File: config.mk
export PLATFORM = sky130hd
export DESIGN_NAME = contact_and_marker_pixel_mask
export DESIGN_NICKNAME = d
export VERILOG_FILES = /design/src/sv/cmpm_pkg.sv /design/src/sv/contact_and_marker_pixel_mask.sv
export VERILOG_INCLUDE_DIRS = /design/src /design/src/sv
export SDC_FILE = /design/constraint.sdc
export NUM_CORES = 1
export LEC_CHECK = 0
export ABC_AREA = 1
export BUFFER_PORTS_ARGS = -buffer_cell sky130_fd_sc_hd__clkbuf_2
export CAP_MARGIN = 20
export CORE_MARGIN = 10
export CORE_UTILIZATION = 53
export CTS_CLUSTER_DIAMETER = 40
export CTS_CLUSTER_SIZE = 14
export DETAILED_ROUTE_END_ITERATION = 10
export HOLD_SLACK_MARGIN = 0.08
export PLACE_DENSITY = 0.75
export SLEW_MARGIN = 20
export SYNTH_ARGS = -nofsm -noshare
export SYNTH_HDL_FRONTEND = slang
export SYNTH_SLANG_ARGS = --single-unit
export TNS_END_PERCENT = 5
File: constraint.sdc
create_clock -name aclk -period 6 [get_ports aclk]
set_input_delay 0.6 -clock aclk [delete_from_list [all_inputs] [get_ports aclk]]
set_output_delay 0.6 -clock aclk [all_outputs]
set_load 0.005 [all_outputs]
File: src/sv/assert_macros.svh
// Assertion macros shared by the RTL of the contact and marker pixel mask.
// No dependencies; assertions compile away when SYNTHESIS is defined.
`ifndef ASSERT_MACROS_SVH
`define ASSERT_MACROS_SVH

`ifndef SYNTHESIS
`define CMPM_ASSERT_SAME(lbl, ante, cons) \
    lbl: assert property (@(posedge aclk) disable iff (!aresetn) (ante) |-> (cons)) \
        else $error("same-cycle check failed");
`define CMPM_ASSERT_NEXT(lbl, ante, cons) \
    lbl: assert property (@(posedge aclk) disable iff (!aresetn) (ante) |=> (cons)) \
        else $error("next-cycle check failed");
`else
`define CMPM_ASSERT_SAME(lbl, ante, cons)
`define CMPM_ASSERT_NEXT(lbl, ante, cons)
`endif

`endif

File: src/sv/cmpm_pkg.sv
// Package for the contact and marker pixel mask: register indexes, reset values,
// field widths, the pixel struct and max/min helper functions. No dependencies.
`timescale 1ns / 1ps

package cmpm_pkg;

    localparam int PIX_W        = 8;
    localparam int BORDER_W     = 11;
    localparam int FRAME_SIZE_W = 13;
    localparam int CFG_IDX_W    = 3;
    localparam int CFG_DATA_W   = 13;

    localparam logic [CFG_IDX_W-1:0] REG_MARKER_LOW   = 3'd0;
    localparam logic [CFG_IDX_W-1:0] REG_MARKER_HIGH  = 3'd1;
    localparam logic [CFG_IDX_W-1:0] REG_CONTACT_HIGH = 3'd2;
    localparam logic [CFG_IDX_W-1:0] REG_CONTACT_LOW  = 3'd3;
    localparam logic [CFG_IDX_W-1:0] REG_BORDER       = 3'd4;
    localparam logic [CFG_IDX_W-1:0] REG_FRAME_WIDTH  = 3'd5;
    localparam logic [CFG_IDX_W-1:0] REG_FRAME_HEIGHT = 3'd6;

    localparam logic [PIX_W-1:0]        RST_MARKER_LOW   = 8'd0;
    localparam logic [PIX_W-1:0]        RST_MARKER_HIGH  = 8'd0;
    localparam logic [PIX_W-1:0]        RST_CONTACT_HIGH = 8'd255;
    localparam logic [PIX_W-1:0]        RST_CONTACT_LOW  = 8'd255;
    localparam logic [BORDER_W-1:0]     RST_BORDER       = 11'd0;
    localparam logic [FRAME_SIZE_W-1:0] RST_FRAME_WIDTH  = 13'd640;
    localparam logic [FRAME_SIZE_W-1:0] RST_FRAME_HEIGHT = 13'd480;

    typedef struct packed {
        logic [PIX_W-1:0] ref_red;
        logic [PIX_W-1:0] ref_green;
        logic [PIX_W-1:0] ref_blue;
        logic [PIX_W-1:0] cur_red;
        logic [PIX_W-1:0] cur_green;
        logic [PIX_W-1:0] cur_blue;
    } pixel_t;

    function automatic logic [PIX_W-1:0] max3(input logic [PIX_W-1:0] a,
                                              input logic [PIX_W-1:0] b,
                                              input logic [PIX_W-1:0] c);
        logic [PIX_W-1:0] m;
        m = (a > b) ? a : b;
        return (m > c) ? m : c;
    endfunction

    function automatic logic [PIX_W-1:0] min3(input logic [PIX_W-1:0] a,
                                              input logic [PIX_W-1:0] b,
                                              input logic [PIX_W-1:0] c);
        logic [PIX_W-1:0] m;
        m = (a < b) ? a : b;
        return (m < c) ? m : c;
    endfunction

    function automatic logic [PIX_W-1:0] pos_diff(input logic [PIX_W-1:0] a,
                                                  input logic [PIX_W-1:0] b);
        return (a >= b) ? (a - b) : '0;
    endfunction

endpackage

File: src/sv/contact_and_marker_pixel_mask.sv
// Contact and marker pixel mask: classifies raster-order pixels against thresholds.
// Throughput one beat per cycle while the output side does not stall.
// Input register, combinational classify, result register; stalls propagate back.
// aresetn (synchronous, active low) clears counters and valid flags, loads register defaults.
// Depends on cmpm_pkg and assert_macros.svh.
`timescale 1ns / 1ps
`include "assert_macros.svh"

module contact_and_marker_pixel_mask
    import cmpm_pkg::*;
#(
    parameter int MAX_DIMENSION = 4096
) (
    input  logic                  aclk,
    input  logic                  aresetn,
    // cfg_index selects the register, cfg_data carries its value in the low bits
    input  logic                  cfg_valid,
    output logic                  cfg_ready,
    input  logic [CFG_IDX_W-1:0]  cfg_index,
    input  logic [CFG_DATA_W-1:0] cfg_data,
    // tdata: cur_blue, cur_green, cur_red, ref_blue, ref_green, ref_red
    input  logic                  s_tvalid,
    output logic                  s_tready,
    input  logic [6*PIX_W-1:0]    s_tdata,
    // tdata: contact, marker, six zero bits; tlast: frame_end
    output logic                  m_tvalid,
    input  logic                  m_tready,
    output logic [7:0]            m_tdata,
    output logic                  m_tlast
);

    localparam int CW  = $clog2(MAX_DIMENSION);
    localparam int SW  = $clog2(MAX_DIMENSION + 1);
    localparam int AW0 = (SW > FRAME_SIZE_W) ? SW : FRAME_SIZE_W;
    localparam int AW  = AW0 + 1;

    logic [PIX_W-1:0]        marker_low_reg, marker_high_reg;
    logic [PIX_W-1:0]        contact_high_reg, contact_low_reg;
    logic [BORDER_W-1:0]     border_reg;
    logic [FRAME_SIZE_W-1:0] frame_width_reg, frame_height_reg;

    logic [CW-1:0] col_reg, col_next;
    logic [CW-1:0] row_reg, row_next;

    logic          s1_valid_reg;
    pixel_t        s1_pix_reg;
    logic [CW-1:0] s1_col_reg, s1_row_reg;

    logic m_valid_reg, contact_reg, marker_reg, last_reg;

    logic          in_acc, s1_adv;
    logic [AW-1:0] w_eff, h_eff, b_ext, c_ext, r_ext, c_inc, r_inc;
    logic          in_window, marker, contact, last;
    logic [PIX_W-1:0] hi, lo, up_max, down_max;

    assign cfg_ready = 1'b1;

    always_ff @(posedge aclk) begin
        if (!aresetn) begin
            marker_low_reg   <= RST_MARKER_LOW;
            marker_high_reg  <= RST_MARKER_HIGH;
            contact_high_reg <= RST_CONTACT_HIGH;
            contact_low_reg  <= RST_CONTACT_LOW;
            border_reg       <= RST_BORDER;
            frame_width_reg  <= RST_FRAME_WIDTH;
            frame_height_reg <= RST_FRAME_HEIGHT;
        end else if (cfg_valid) begin
            unique case (cfg_index)
                REG_MARKER_LOW:   marker_low_reg   <= cfg_data[PIX_W-1:0];
                REG_MARKER_HIGH:  marker_high_reg  <= cfg_data[PIX_W-1:0];
                REG_CONTACT_HIGH: contact_high_reg <= cfg_data[PIX_W-1:0];
                REG_CONTACT_LOW:  contact_low_reg  <= cfg_data[PIX_W-1:0];
                REG_BORDER:       border_reg       <= cfg_data[BORDER_W-1:0];
                REG_FRAME_WIDTH:  frame_width_reg  <= cfg_data[FRAME_SIZE_W-1:0];
                REG_FRAME_HEIGHT: frame_height_reg <= cfg_data[FRAME_SIZE_W-1:0];
                default: ;
            endcase
        end
    end

    // clamp frame sizes: zero acts as one, oversize as the maximum
    always_comb begin
        w_eff = AW'(frame_width_reg);
        if (w_eff == '0)
            w_eff = AW'(1);
        else if (w_eff > AW'(MAX_DIMENSION))
            w_eff = AW'(MAX_DIMENSION);
        h_eff = AW'(frame_height_reg);
        if (h_eff == '0)
            h_eff = AW'(1);
        else if (h_eff > AW'(MAX_DIMENSION))
            h_eff = AW'(MAX_DIMENSION);
    end

    assign s1_adv   = !m_valid_reg || m_tready;
    assign s_tready = !s1_valid_reg || s1_adv;
    assign in_acc   = s_tvalid && s_tready;

    always_comb begin
        c_inc    = AW'(col_reg) + AW'(1);
        r_inc    = AW'(row_reg) + AW'(1);
        col_next = col_reg;
        row_next = row_reg;
        if (in_acc) begin
            if (c_inc >= w_eff) begin
                col_next = '0;
                row_next = (r_inc >= h_eff) ? '0 : r_inc[CW-1:0];
            end else begin
                col_next = c_inc[CW-1:0];
            end
        end
    end

    always_ff @(posedge aclk) begin
        if (!aresetn) begin
            col_reg      <= '0;
            row_reg      <= '0;
            s1_valid_reg <= 1'b0;
        end else begin
            col_reg <= col_next;
            row_reg <= row_next;
            if (s_tready)
                s1_valid_reg <= in_acc;
        end
    end

    always_ff @(posedge aclk) begin
        if (in_acc) begin
            s1_pix_reg <= pixel_t'(s_tdata);
            s1_col_reg <= col_reg;
            s1_row_reg <= row_reg;
        end
    end

    always_comb begin
        b_ext    = AW'(border_reg);
        c_ext    = AW'(s1_col_reg);
        r_ext    = AW'(s1_row_reg);
        in_window = (c_ext >= b_ext) && ((c_ext + b_ext) < w_eff) &&
                    (r_ext >= b_ext) && ((r_ext + b_ext) < h_eff);
        hi       = max3(s1_pix_reg.cur_blue, s1_pix_reg.cur_green, s1_pix_reg.cur_red);
        lo       = min3(s1_pix_reg.cur_blue, s1_pix_reg.cur_green, s1_pix_reg.cur_red);
        up_max   = max3(pos_diff(s1_pix_reg.cur_blue,  s1_pix_reg.ref_blue),
                        pos_diff(s1_pix_reg.cur_green, s1_pix_reg.ref_green),
                        pos_diff(s1_pix_reg.cur_red,   s1_pix_reg.ref_red));
        down_max = max3(pos_diff(s1_pix_reg.ref_blue,  s1_pix_reg.cur_blue),
                        pos_diff(s1_pix_reg.ref_green, s1_pix_reg.cur_green),
                        pos_diff(s1_pix_reg.ref_red,   s1_pix_reg.cur_red));
        marker   = in_window && (lo < marker_low_reg) && (hi < marker_high_reg);
        contact  = in_window && !marker && (up_max >= contact_high_reg) &&
                   (down_max >= contact_low_reg);
        last     = (c_ext == (w_eff - AW'(1))) && (r_ext == (h_eff - AW'(1)));
    end

    always_ff @(posedge aclk) begin
        if (!aresetn) begin
            m_valid_reg <= 1'b0;
        end else if (s1_adv) begin
            m_valid_reg <= s1_valid_reg;
        end
    end

    always_ff @(posedge aclk) begin
        if (s1_adv && s1_valid_reg) begin
            contact_reg <= contact;
            marker_reg  <= marker;
            last_reg    <= last;
        end
    end

    assign m_tvalid = m_valid_reg;
    assign m_tdata  = {6'b0, marker_reg, contact_reg};
    assign m_tlast  = last_reg;

    `CMPM_ASSERT_SAME(a_mark_excl_contact, m_valid_reg, !(marker_reg && contact_reg))
    `CMPM_ASSERT_NEXT(a_frame_wrap,
        in_acc && (AW'(col_reg) == w_eff - AW'(1)) && (AW'(row_reg) == h_eff - AW'(1)),
        (col_reg == '0) && (row_reg == '0))
    `CMPM_ASSERT_NEXT(a_stage_hold, s1_valid_reg && !s1_adv, s1_valid_reg && $stable(s1_col_reg))
    `CMPM_ASSERT_NEXT(a_result_hold, m_valid_reg && !m_tready, m_valid_reg && $stable(m_tdata))

endmodule
==> results of run 1 <==
kinds of logic (layout without fill, tap and decap cells):
family	Yosys count	in the layout	synth area share [%]
buffers and inverters	322	473	8.89
adder cells (fa/ha/maj)	239	239	21.4
other	2	7	0.0528
AND/OR/NAND/NOR	673	673	20.1
flip-flops	170	170	29.2
AO/OA/AOI/OAI	405	406	15.7
XOR/XNOR	75	75	4.67
placed cells by master (no fill, tap or decap), types with 6 or more instances in the layout:
master and instances:
ha_4 9, a21oi_2 11, edfxtp_1 75, o21bai_1 14
nand2_2 23, clkbuf_2 73, o21ai_0 124, nand4_1 22
nand2_1 354, buf_6 8, o211ai_1 13, o21ai_1 17
inv_1 254, ha_1 219, a21oi_1 160, nor2_1 132
o21ai_2 19, nor2_2 10, nor3_1 7, dfxtp_1 95
conb_1 7, buf_4 87, clkbuf_16 17, xnor2_1 23
or2_2 11, nand3_1 77, xor2_1 51, a211oi_1 6
a21o_1 7, inv_2 18
cell usage after synthesis (8+ instances only):
library cell,n
o21bai_1,14
nand2_2,8
o21ai_1,10
buf_4,9
xor2_1,51
nand4_1,22
o21ai_0,149
a211oi_1,8
nor3_1,8
dfxtp_1,95
clkbuf_1,31
o211ai_1,13
nand2_1,373
xnor2_1,23
inv_1,265
edfxtp_1,75
or2_2,11
fa_1,8
ha_1,231
nor2_1,143
nand3_1,80
a21oi_1,171
what timing repair did:
| item | in CTS | in global routing |
|---|---|---|
| pin swaps | 3 | 49 |
| hold buffers | 0 | 0 |
| resized for setup | 8 | 141 |
| setup buffers | 2 | 17 |
| setup endpoints to repair | 1 | 1 |
| gates cloned | 1 | 1 |
power groups by stage:
stage / registers, uW / clock network (uW) / logic [uW]
final: 1300 / 1090 / 1700
after CTS: 1290 / 1100 / 1370
after global placement: 1320 / 0 / 1280
after detailed placement: 1320 / 0 / 1320
after global routing: 1300 / 1150 / 1890
after floorplan: 1310 / 0 / 915
layout make-up:
cell class	instances	area, um^2
Fill cell	2287	9610
Multi-Input combinational cell	1400	9340
Sequential cell	170	4150
Timing Repair Buffer	168	1110
Inverter	273	1020
Clock buffer	20	437
Tap cell	335	419
Clock inverter	12	116
routing by layer:
metal	GRT usage, %	up-vias	share of wire [%]
met5	0	-	0
met4	11.3	0	4.7
met3	3.42	108	4.7
met2	41.6	402	50
met1	26.4	5961	41
li1	-	6553	-
per-stage QoR:
stage,total power (uW),instance area [um^2],utilization (%),instances
2_1_floorplan,2220,14200,-,1891
3_3_place_gp,2600,15400,58.6,2325
3_5_place_dp,2640,15400,58.6,2325
4_1_cts,3760,16000,61.0,2360
5_1_grt,4340,16600,63.3,2378
6_report,4080,16600,63.3,2378
critical path, delay by kind of cell (launching register included):
family / cells / cell delay [ns]
and+or+nand+nor: 13 / 1.46
adders and majority gates: 5 / 1.44
AOI/OAI and AO/OA: 12 / 1.39
buffers and inverters: 8 / 0.83
DFF: 1 / 0.43
how the worst max path moves through the flow:
stage                                  startpoint                     to  slack [ns]  cells after the start
after floorplan           s1_pix_reg[0]$_DFFE_PP_  contact_reg$_DFFE_PP_        0.18                     38
after global placement    s1_pix_reg[0]$_DFFE_PP_  contact_reg$_DFFE_PP_       -0.41                     37
after detailed placement  s1_pix_reg[0]$_DFFE_PP_  contact_reg$_DFFE_PP_       -0.49                     37
after CTS                 s1_pix_reg[1]$_DFFE_PP_  contact_reg$_DFFE_PP_        0.01                     38
after global routing      s1_pix_reg[0]$_DFFE_PP_  contact_reg$_DFFE_PP_       -0.26                     38
final                     s1_pix_reg[0]$_DFFE_PP_  contact_reg$_DFFE_PP_        0.16                     38
==> reports/metrics.cfg, run 1 <==
[power_and_ir_drop]
power.internal_uw = 2530
combPwrFrac_pct = 41.6
vdd_drop_max_v = 0.000204
seqPwrFrac_pct = 31.8
p_leak_uw = 0.00808
switchingPower_uw = 1540
p_per_area_nw_per_um2 = 246
p_clk_share_pct = 26.6
swShare_pct = 37.9

[sta]
post-route-min-period_ns = 5.84
grt_setup_unrepaired = yes
timing.hold.ws_ns = 0.328
setup_viol = 0
fin_tns_setup_ns = 0
report.final.slew_viol_count = 0
hold_viol = 0
min_period_over_period_pct = 97.3
skew_ns = 0.0200
final.setup.worst_slack_ns = 0.164
fmax_ghz = 0.171
tightest_slew_ns = 0.901
slew_headroom_pct = 39.9

[final_layout]
drive_gt1_share_pct = 16.3
finalNetCount = 2338
largest_register_ffs = 48
antenna_cells = 0
syn2layout_area_growth_pct = 16.6

[synth]
synth.avg_cell_area_um2 = 7.55
synth.area.top_cells = ha_1, edfxtp_1, dfxtp_1
yosysTopAreaCellShare_pct = 20.3
ys_warn_count = 0
synth-seq-area-share_pct = 29.2
yosys.area.top_type = ha_1
synth_ff_type = dfxtp_1
synth.distinct_cells = 58
async_flop_share_pct = 0
synth-edff-count = 75
ys_ff_latch = 170
synthCells = 1886
syn_area_um2 = 14200

[die]
die_h_um = 184
die_area_um2 = 33800
start_util_pct = 54.3
ios = 81
fp-row-count = 59
die_w_um = 184
core_um2 = 26200

[critical_path]
cp-start-kind = flop
r2r_setup_slack_ns = 0.16
path_class = flop to flop
path_common_cell = inv_2
cp-end-kind = flop
required_ns = 6.17
arrival_ns = 6.00
rr_worst_depth = 38
cp_slowest_stage_delay_ns = 0.43
r2r-start = s1_pix_reg[0]$_DFFE_PP_
critPathMaxFanout = 6
reg2reg_to = contact_reg$_DFFE_PP_
slowest_stage = edfxtp_1

[detailed_routing]
wire_per_inst_um = 16.9
drc = 0
drtIter0Drc = 815
vias_per_cell = 5.48
postRouteAntennaNets = 0
routed_wl_um = 40200
dr.pass1.iters = 5
vias = 13024

[cts]
cts_sinks = 170
clockRootBuffer = clkbuf_16
numCtsBuffers = 17
cts.path.max_buffers = 2
cts.htree.levels = 4
clock_latency_ns = 0.44
clkTransAtPathRegs_ns = 0.08
cts_tree = done

[placed_design]
place_hpwl_um = 31400
portBuffers = 73
gp_congestion = 0.940
place_ws_ns = -0.493

[global_route]
grtUsageTotal_pct = 23.2
grt_pass1_vias = 12661
grt_pass1_wl_um = 63100
overflow = 0
antenna_found_initial = 0
grt_max_degree = 64

[run_status]
status = complete, no violations

[worst_hold_path]
holdPathStages = 1
hp-start = s_tdata[9]
holdPathEnd = s1_pix_reg[9]$_DFFE_PP_
hold_path.class = input port to flop

[job]
maxCapViolCount = 0

No activity file was read; power rests on OpenSTA's default activity.
==> run 2: changes to the inputs <==
==> constraint.sdc (replaced) <==
create_clock -name aclk -period 4.75 [get_ports aclk]
set_input_delay 0.475 -clock aclk [delete_from_list [all_inputs] [get_ports aclk]]
set_output_delay 0.475 -clock aclk [all_outputs]
set_load 0.005 [all_outputs]
==> run 2 against run 1 <==
Effect of this change:
- the run now ends with negative setup slack left
- largest power group unchanged
- first-iteration DRC count rose by 5.0%
- critical endpoint unchanged
- sequential share of layout area fell by 1.0 points
- utilization rose by 2.8 points
- power rose by 29%
- highest routed layer unchanged
- combinational power rose by 31%
- setup slack got worse by 1.2 ns
- maximum frequency rose by 0.62%
- die area did not move
- wire length fell by 0.24%
- clock skew fell by 0.00071 ns
==> reports/metrics.cfg, run 2 (synthesis gave the netlist of run 1 again) <==
[power_and_ir_drop]
power.internal_uw = 3280  ; +29%
seqPwrFrac_pct = 30.9  ; -0.9 points
swShare_pct = 38.0  ; +0.068 points
p_clk_share_pct = 27.0  ; +0.4 points
vdd_drop_max_v = 0.000242  ; +18%
p_per_area_nw_per_um2 = 305  ; +24%
combPwrFrac_pct = 42.1  ; +0.5 points
switchingPower_uw = 2000  ; +30%
p_leak_uw = 0.00856  ; +5.9%
p_total_uw = 5280  ; +29%

[detailed_routing]
drtIter0Drc = 856  ; +5.0%
drc = 0  ; unchanged
vias = 13268  ; +1.9%
dr.pass1.iters = 6  ; +1
postRouteAntennaNets = 0  ; unchanged
wire_per_inst_um = 16.2  ; -4.2%
routed_wl_um = 40100  ; -0.24%
vias_per_cell = 5.36  ; -2.1%

[final_layout]
seq_area_um2 = 4150  ; unchanged
syn2layout_area_growth_pct = 21.7
final_common_cell = nand2_1
largest_register_ffs = 48  ; unchanged
multi_input_area_um2 = 9320  ; -0.16%
finalNetCount = 2434  ; +4.1%
fillCellCount = 2209  ; -3.4%
drive_gt1_share_pct = 20.2  ; +3.8 points
layout_common_cells = nand2_1, inv_1, ha_1

[run_status]
status = finished, violations left
violations = negative setup slack

[global_route]
grt_max_degree = 63  ; -1.6%
grt_pass1_vias = 13127  ; +3.7%
grtUsageTotal_pct = 23.5  ; +0.27 points
grt_pass1_wl_um = 64000  ; +1.6%
overflow = 0  ; unchanged
antenna_found_initial = 1  ; +1

[placed_design]
portBuffers = 73  ; unchanged
place_hpwl_um = 31600  ; +0.86%
gp_congestion = 0.967  ; +2.8%

[die]
die_h_um = 184  ; unchanged
die_w_um = 184  ; unchanged
start_util_pct = 54.3  ; unchanged
core_um2 = 26200  ; unchanged
fp-row-count = 59  ; unchanged
ios = 81  ; unchanged
die_area_um2 = 33800  ; unchanged

[sta]
slew_headroom_pct = 40.7  ; +0.75 points
tightest_slew_ns = 0.887  ; -0.0145 ns
skew_ns = 0.0193  ; -0.000710 ns
final.setup.worst_slack_ns = -1.05  ; -1.21 ns
report.final.slew_viol_count = 0  ; unchanged
min_period_over_period_pct = 122  ; +25 points
fin_tns_setup_ns = -1.05  ; -1.05 ns
timing.hold.ws_ns = 0.189  ; -0.139 ns
setup_viol = 1  ; +1
hold_viol = 0  ; unchanged
fmax_ghz = 0.172  ; +0.62%
grt_setup_unrepaired = yes
post-route-min-period_ns = 5.80  ; -0.0360 ns

[cts]
clkTransAtPathRegs_ns = 0.08  ; about the same
cts_tree = done
clock_latency_ns = 0.45  ; about the same
cts_hold_buf = 0  ; unchanged
cts.htree.levels = 4  ; unchanged
cts_sinks = 170  ; unchanged
numCtsBuffers = 17  ; unchanged
clockRootBuffer = clkbuf_16
cts.path.max_buffers = 2  ; unchanged

[critical_path]
cp_slowest_stage_delay_ns = 0.42  ; about the same
critPathMaxFanout = 8  ; +2
reg2reg_to = contact_reg$_DFFE_PP_
r2r_setup_slack_ns = -1.05  ; -1.21 ns
crit_path_start = s1_pix_reg[0]$_DFFE_PP_
cp-start-kind = flop
endpoint = contact_reg$_DFFE_PP_
arrival_ns = 6.00  ; about the same
required_ns = 4.95  ; -1.22 ns
cp-end-kind = flop
rr_worst_depth = 38  ; unchanged
r2r-start = s1_pix_reg[0]$_DFFE_PP_
path_class = flop to flop
slowest_stage = edfxtp_1

[worst_hold_path]
hold_path.class = input port to flop

[job]
maxCapViolCount = 0  ; unchanged

## run 2: cell types whose count changed in the layout (fill, tap and decap cells not counted), sizes merged
cell / previous run / this run
a21oi: 173 / 172
bufinv: 1 / 0
clkbuf: 93 / 92
clkinv: 4 / 3
buf: 95 / 192
diode: 0 / 1
clkinvlp: 4 / 1
inv: 276 / 282
## run 2: final cells by class
cell class	instances	share of cell area, %
diodes	1	0.0144
inverters	273	5.92
flip-flops and latches	170	24.0
clock inverters	13	0.737
multi-input cells	1399	53.8
well taps	335	2.42
repair buffers	265	10.6
clock buffers	19	2.56
## run 2: worst min-delay path by stage
stage | slack [ns] | end | from | cells past startpoint
after detailed placement | 0.45 | s1_row_reg[6]$_DFFE_PP_ | row_reg[6]$_SDFFE_PN0P_ | 0
after global placement | 0.44 | s1_row_reg[6]$_DFFE_PP_ | row_reg[6]$_SDFFE_PN0P_ | 0
after CTS | 0.19 | s1_pix_reg[36]$_DFFE_PP_ | s_tdata[36] | 1
after floorplan | 0.43 | s1_row_reg[6]$_DFFE_PP_ | row_reg[6]$_SDFFE_PN0P_ | 0
after global routing | 0.20 | s1_pix_reg[2]$_DFFE_PP_ | s_tdata[2] | 1
final | 0.19 | s1_pix_reg[36]$_DFFE_PP_ | s_tdata[36] | 1
## run 2: repair_timing
item | CTS | global route
gates resized for setup | 46 | 84
pin swaps | 20 | 46
endpoints found under the setup margin | 1 | 2
setup buffers | 5 | 9
gates cloned | 1 | 0
## run 2: stage by stage
step	setup slack, ns	util (%)	instances	area [um^2]
finish	-1.05	66.1	2475	17300
global route	-1.37	66.1	2474	17300
CTS	-0.774	64.5	2465	16900
detailed placement	-1.04	61.7	2427	16200
global placement	-0.863	61.7	2427	16200
floorplan	-0.742	-	1891	14300
## run 2: per-layer routing
layer | routed length [um] | vias to the layer above | global-route usage (%) | share of wire [%]
met2 | 19900 | 342 | 41.7 | 50
li1 | - | 6756 | - | -
met4 | 2170 | 0 | 13.9 | 5.4
met3 | 1650 | 111 | 3.87 | 4.1
met5 | 0 | - | 0 | 0
met1 | 16300 | 6059 | 25.9 | 41
## run 2: power by group through the flow
stage	Clock (uW)	Combinational, uW	Sequential (uW)
floorplan	0	1220	1650
global placement	0	1810	1660
detailed placement	0	1870	1670
CTS	1440	1970	1630
global route	1500	2490	1640
finish	1420	2220	1630
## run 2: worst max-delay path, delay by kind of cell, from the launching register on
kind / cells / cell delay, ns
adder cells (fa/ha/maj): 5 / 1.38
buffers and inverters: 6 / 0.65
flip-flops: 1 / 0.42
AO/OA/AOI/OAI: 14 / 1.65
AND/OR/NAND/NOR: 13 / 1.45
==> run 3: changes to the inputs <==
--- a/config.mk
+++ b/config.mk
@@ -11,6 +11,7 @@
 export CAP_MARGIN = 20
 export CORE_MARGIN = 10
 export CORE_UTILIZATION = 53
+export CTS_BUF_LIST = sky130_fd_sc_hd__clkbuf_4
 export CTS_CLUSTER_DIAMETER = 40
 export CTS_CLUSTER_SIZE = 14
 export DETAILED_ROUTE_END_ITERATION = 10
==> run 3 against run 2 <==
Effect of this change:
- the flow still finishes with violations (negative setup slack)
- flip-flop and latch count unchanged
- critical path depth unchanged
- power decreased by 11%
- clock-buffer cell count decreased by 1
- critical path type unchanged
==> reports/metrics.cfg, run 3 (synthesis gave the netlist of run 1 again) <==
[run_status]
status = finished, violations left
violations = negative setup slack

[power_and_ir_drop]
p_per_area_nw_per_um2 = 271  ; -11%
vdd_drop_max_v = 0.000185  ; -23%
p_leak_uw = 0.00858  ; +0.22%

[critical_path]
path_class = flop to flop
critPathMaxFanout = 8  ; unchanged
reg2reg_to = contact_reg$_DFFE_PP_
cp-start-kind = flop
rr_worst_depth = 38  ; unchanged
arrival_ns = 6.17  ; +0.17 ns
slowest_stage = edfxtp_1
r2r-start = s1_pix_reg[24]$_DFFE_PP_
r2r_setup_slack_ns = -1.07  ; -0.02 ns
cp_slowest_stage_delay_ns = 0.41  ; about the same
required_ns = 5.10  ; +0.15 ns
cp-end-kind = flop

[sta]
timing.hold.ws_ns = 0.151  ; -0.0378 ns
slew_headroom_pct = 40.0  ; -0.64 points
final.setup.worst_slack_ns = -1.07  ; -0.0220 ns
grt_setup_unrepaired = yes
post-route-min-period_ns = 5.82  ; +0.0221 ns
hold_viol = 0  ; unchanged
fmax_ghz = 0.172  ; -0.38%
setup_viol = 1  ; unchanged
skew_ns = 0.0345  ; +0.0152 ns
report.final.slew_viol_count = 0  ; unchanged
min_period_over_period_pct = 123  ; +0.46 points
tightest_slew_ns = 0.896  ; +0.00963 ns

[placed_design]
placed_cells = 2427  ; unchanged
portBuffers = 73  ; unchanged
dpl-instance-area_um2 = 16200  ; unchanged
gp_congestion = 0.967  ; unchanged
place_hpwl_um = 31600  ; unchanged

[final_layout]
finalNetCount = 2476  ; +1.7%
finish.instance_area_um2 = 17300  ; +0.15%
layout_common_cells = nand2_1, inv_1, ha_1
syn2layout_area_growth_pct = 21.9
post-route-util_pct = 66.2  ; +0.10 points
final_common_cell = nand2_1
stdcell_count = 2518  ; +1.7%
largest_register_ffs = 48  ; unchanged
drive_gt1_share_pct = 19.0  ; -1.2 points

[die]
die_h_um = 184  ; unchanged
core_um2 = 26200  ; unchanged
fp-row-count = 59  ; unchanged
die_area_um2 = 33800  ; unchanged
start_util_pct = 54.3  ; unchanged
die_w_um = 184  ; unchanged
ios = 81  ; unchanged

[cts]
clockRootBuffer = clkbuf_4
cts_sinks = 170  ; unchanged
cts.path.max_buffers = 2  ; unchanged
clkTransAtPathRegs_ns = 0.19  ; +0.11 ns
numCtsBuffers = 17  ; unchanged
cts_tree = done
cts.htree.levels = 4  ; unchanged
clock_latency_ns = 0.60  ; +0.15 ns

[worst_hold_path]
hp-start = m_tready
holdPathEnd = m_tvalid$_SDFFE_PN0P_
hold_path.class = input port to flop
holdPathStages = 4  ; +3

[global_route]
antenna_found_initial = 1  ; unchanged
grt_pass1_wl_um = 65300  ; +2.0%
grtUsageTotal_pct = 23.9  ; +0.38 points
grt_max_degree = 63  ; unchanged
grt_pass1_vias = 13218  ; +0.69%
overflow = 0  ; unchanged

[detailed_routing]
vias = 13425  ; +1.2%
postRouteAntennaNets = 0  ; unchanged
wire_per_inst_um = 16.2  ; about the same
vias_per_cell = 5.33  ; -0.54%
routed_wl_um = 40700  ; +1.7%
drc = 0  ; unchanged
drtIter0Drc = 821  ; -4.1%
dr.pass1.iters = 5  ; -1

[job]
maxCapViolCount = 0  ; unchanged

[run 3: changes by cell type in the layout (fill, tap and decap cells not counted), moves of 3 or more]
cell,delta
inv_2,-3
clkbuf_4,+18
buf_4,-6
dlygate4sd3_1,+48
inv_1,+3
clkbuf_16,-17
ha_4,-3
[run 3: layer usage]
layer,global-route usage (%),wire [um],vias up
li1,-,-,6838
met1,26.5,16600,6207
met2,44.8,21100,315
met3,3.44,1700,65
met4,9.14,1330,0
met5,0,0,-
[run 3: through the flow]
stage               total power (uW)  setup TNS (ns)  worst slack, ns
CTS                             4510          -0.808           -0.808
finish                          4700           -1.07            -1.07
global route                    5030           -1.45            -1.42
floorplan                       2870          -0.742           -0.742
detailed placement              3540           -1.04            -1.04
global placement                3480          -0.863           -0.863
[run 3: worst max path at each step]
| stage | start | slack (ns) | endpoint |
|---|---|---|---|
| floorplan | s1_pix_reg[0]$_DFFE_PP_ | -0.74 | contact_reg$_DFFE_PP_ |
| global placement | s1_pix_reg[0]$_DFFE_PP_ | -0.86 | contact_reg$_DFFE_PP_ |
| detailed placement | s1_pix_reg[0]$_DFFE_PP_ | -1.04 | contact_reg$_DFFE_PP_ |
| CTS | s1_pix_reg[0]$_DFFE_PP_ | -0.81 | contact_reg$_DFFE_PP_ |
| finish | s1_pix_reg[24]$_DFFE_PP_ | -1.07 | contact_reg$_DFFE_PP_ |
| global route | s1_pix_reg[0]$_DFFE_PP_ | -1.42 | contact_reg$_DFFE_PP_ |
[run 3: power by group]
group	internal (uW)	switching [uW]
Combinational	961	1220
Sequential	1590	47.1
Clock	240	644
[run 3: final cells by class]
type	count	area (um^2)
clock inverters	14	131
flip-flops and latches	170	4150
repair buffers	307	2260
multi-input cells	1399	9220
clock buffers	18	135
diodes	2	5.00
fillers	2232	8860
well taps	335	419
inverters	273	1020
[run 3: repair_timing]
item | CTS | global route
buffers inserted | 4 | 4
gates cloned | 1 | 0
endpoints found under the hold margin | 48 | 0
setup endpoints to repair | 1 | 2
hold buffers | 48 | 0
gates resized for setup | 42 | 68
pin swaps | 15 | 33
[run 3: worst max-delay path, delay by kind of cell (launching register included)]
family | cells | cell delay, ns
AOI/OAI and AO/OA | 15 | 1.70
and+or+nand+nor | 12 | 1.40
adders and majority gates | 5 | 1.39
buffers and inverters | 6 | 0.65
DFF | 1 | 0.41
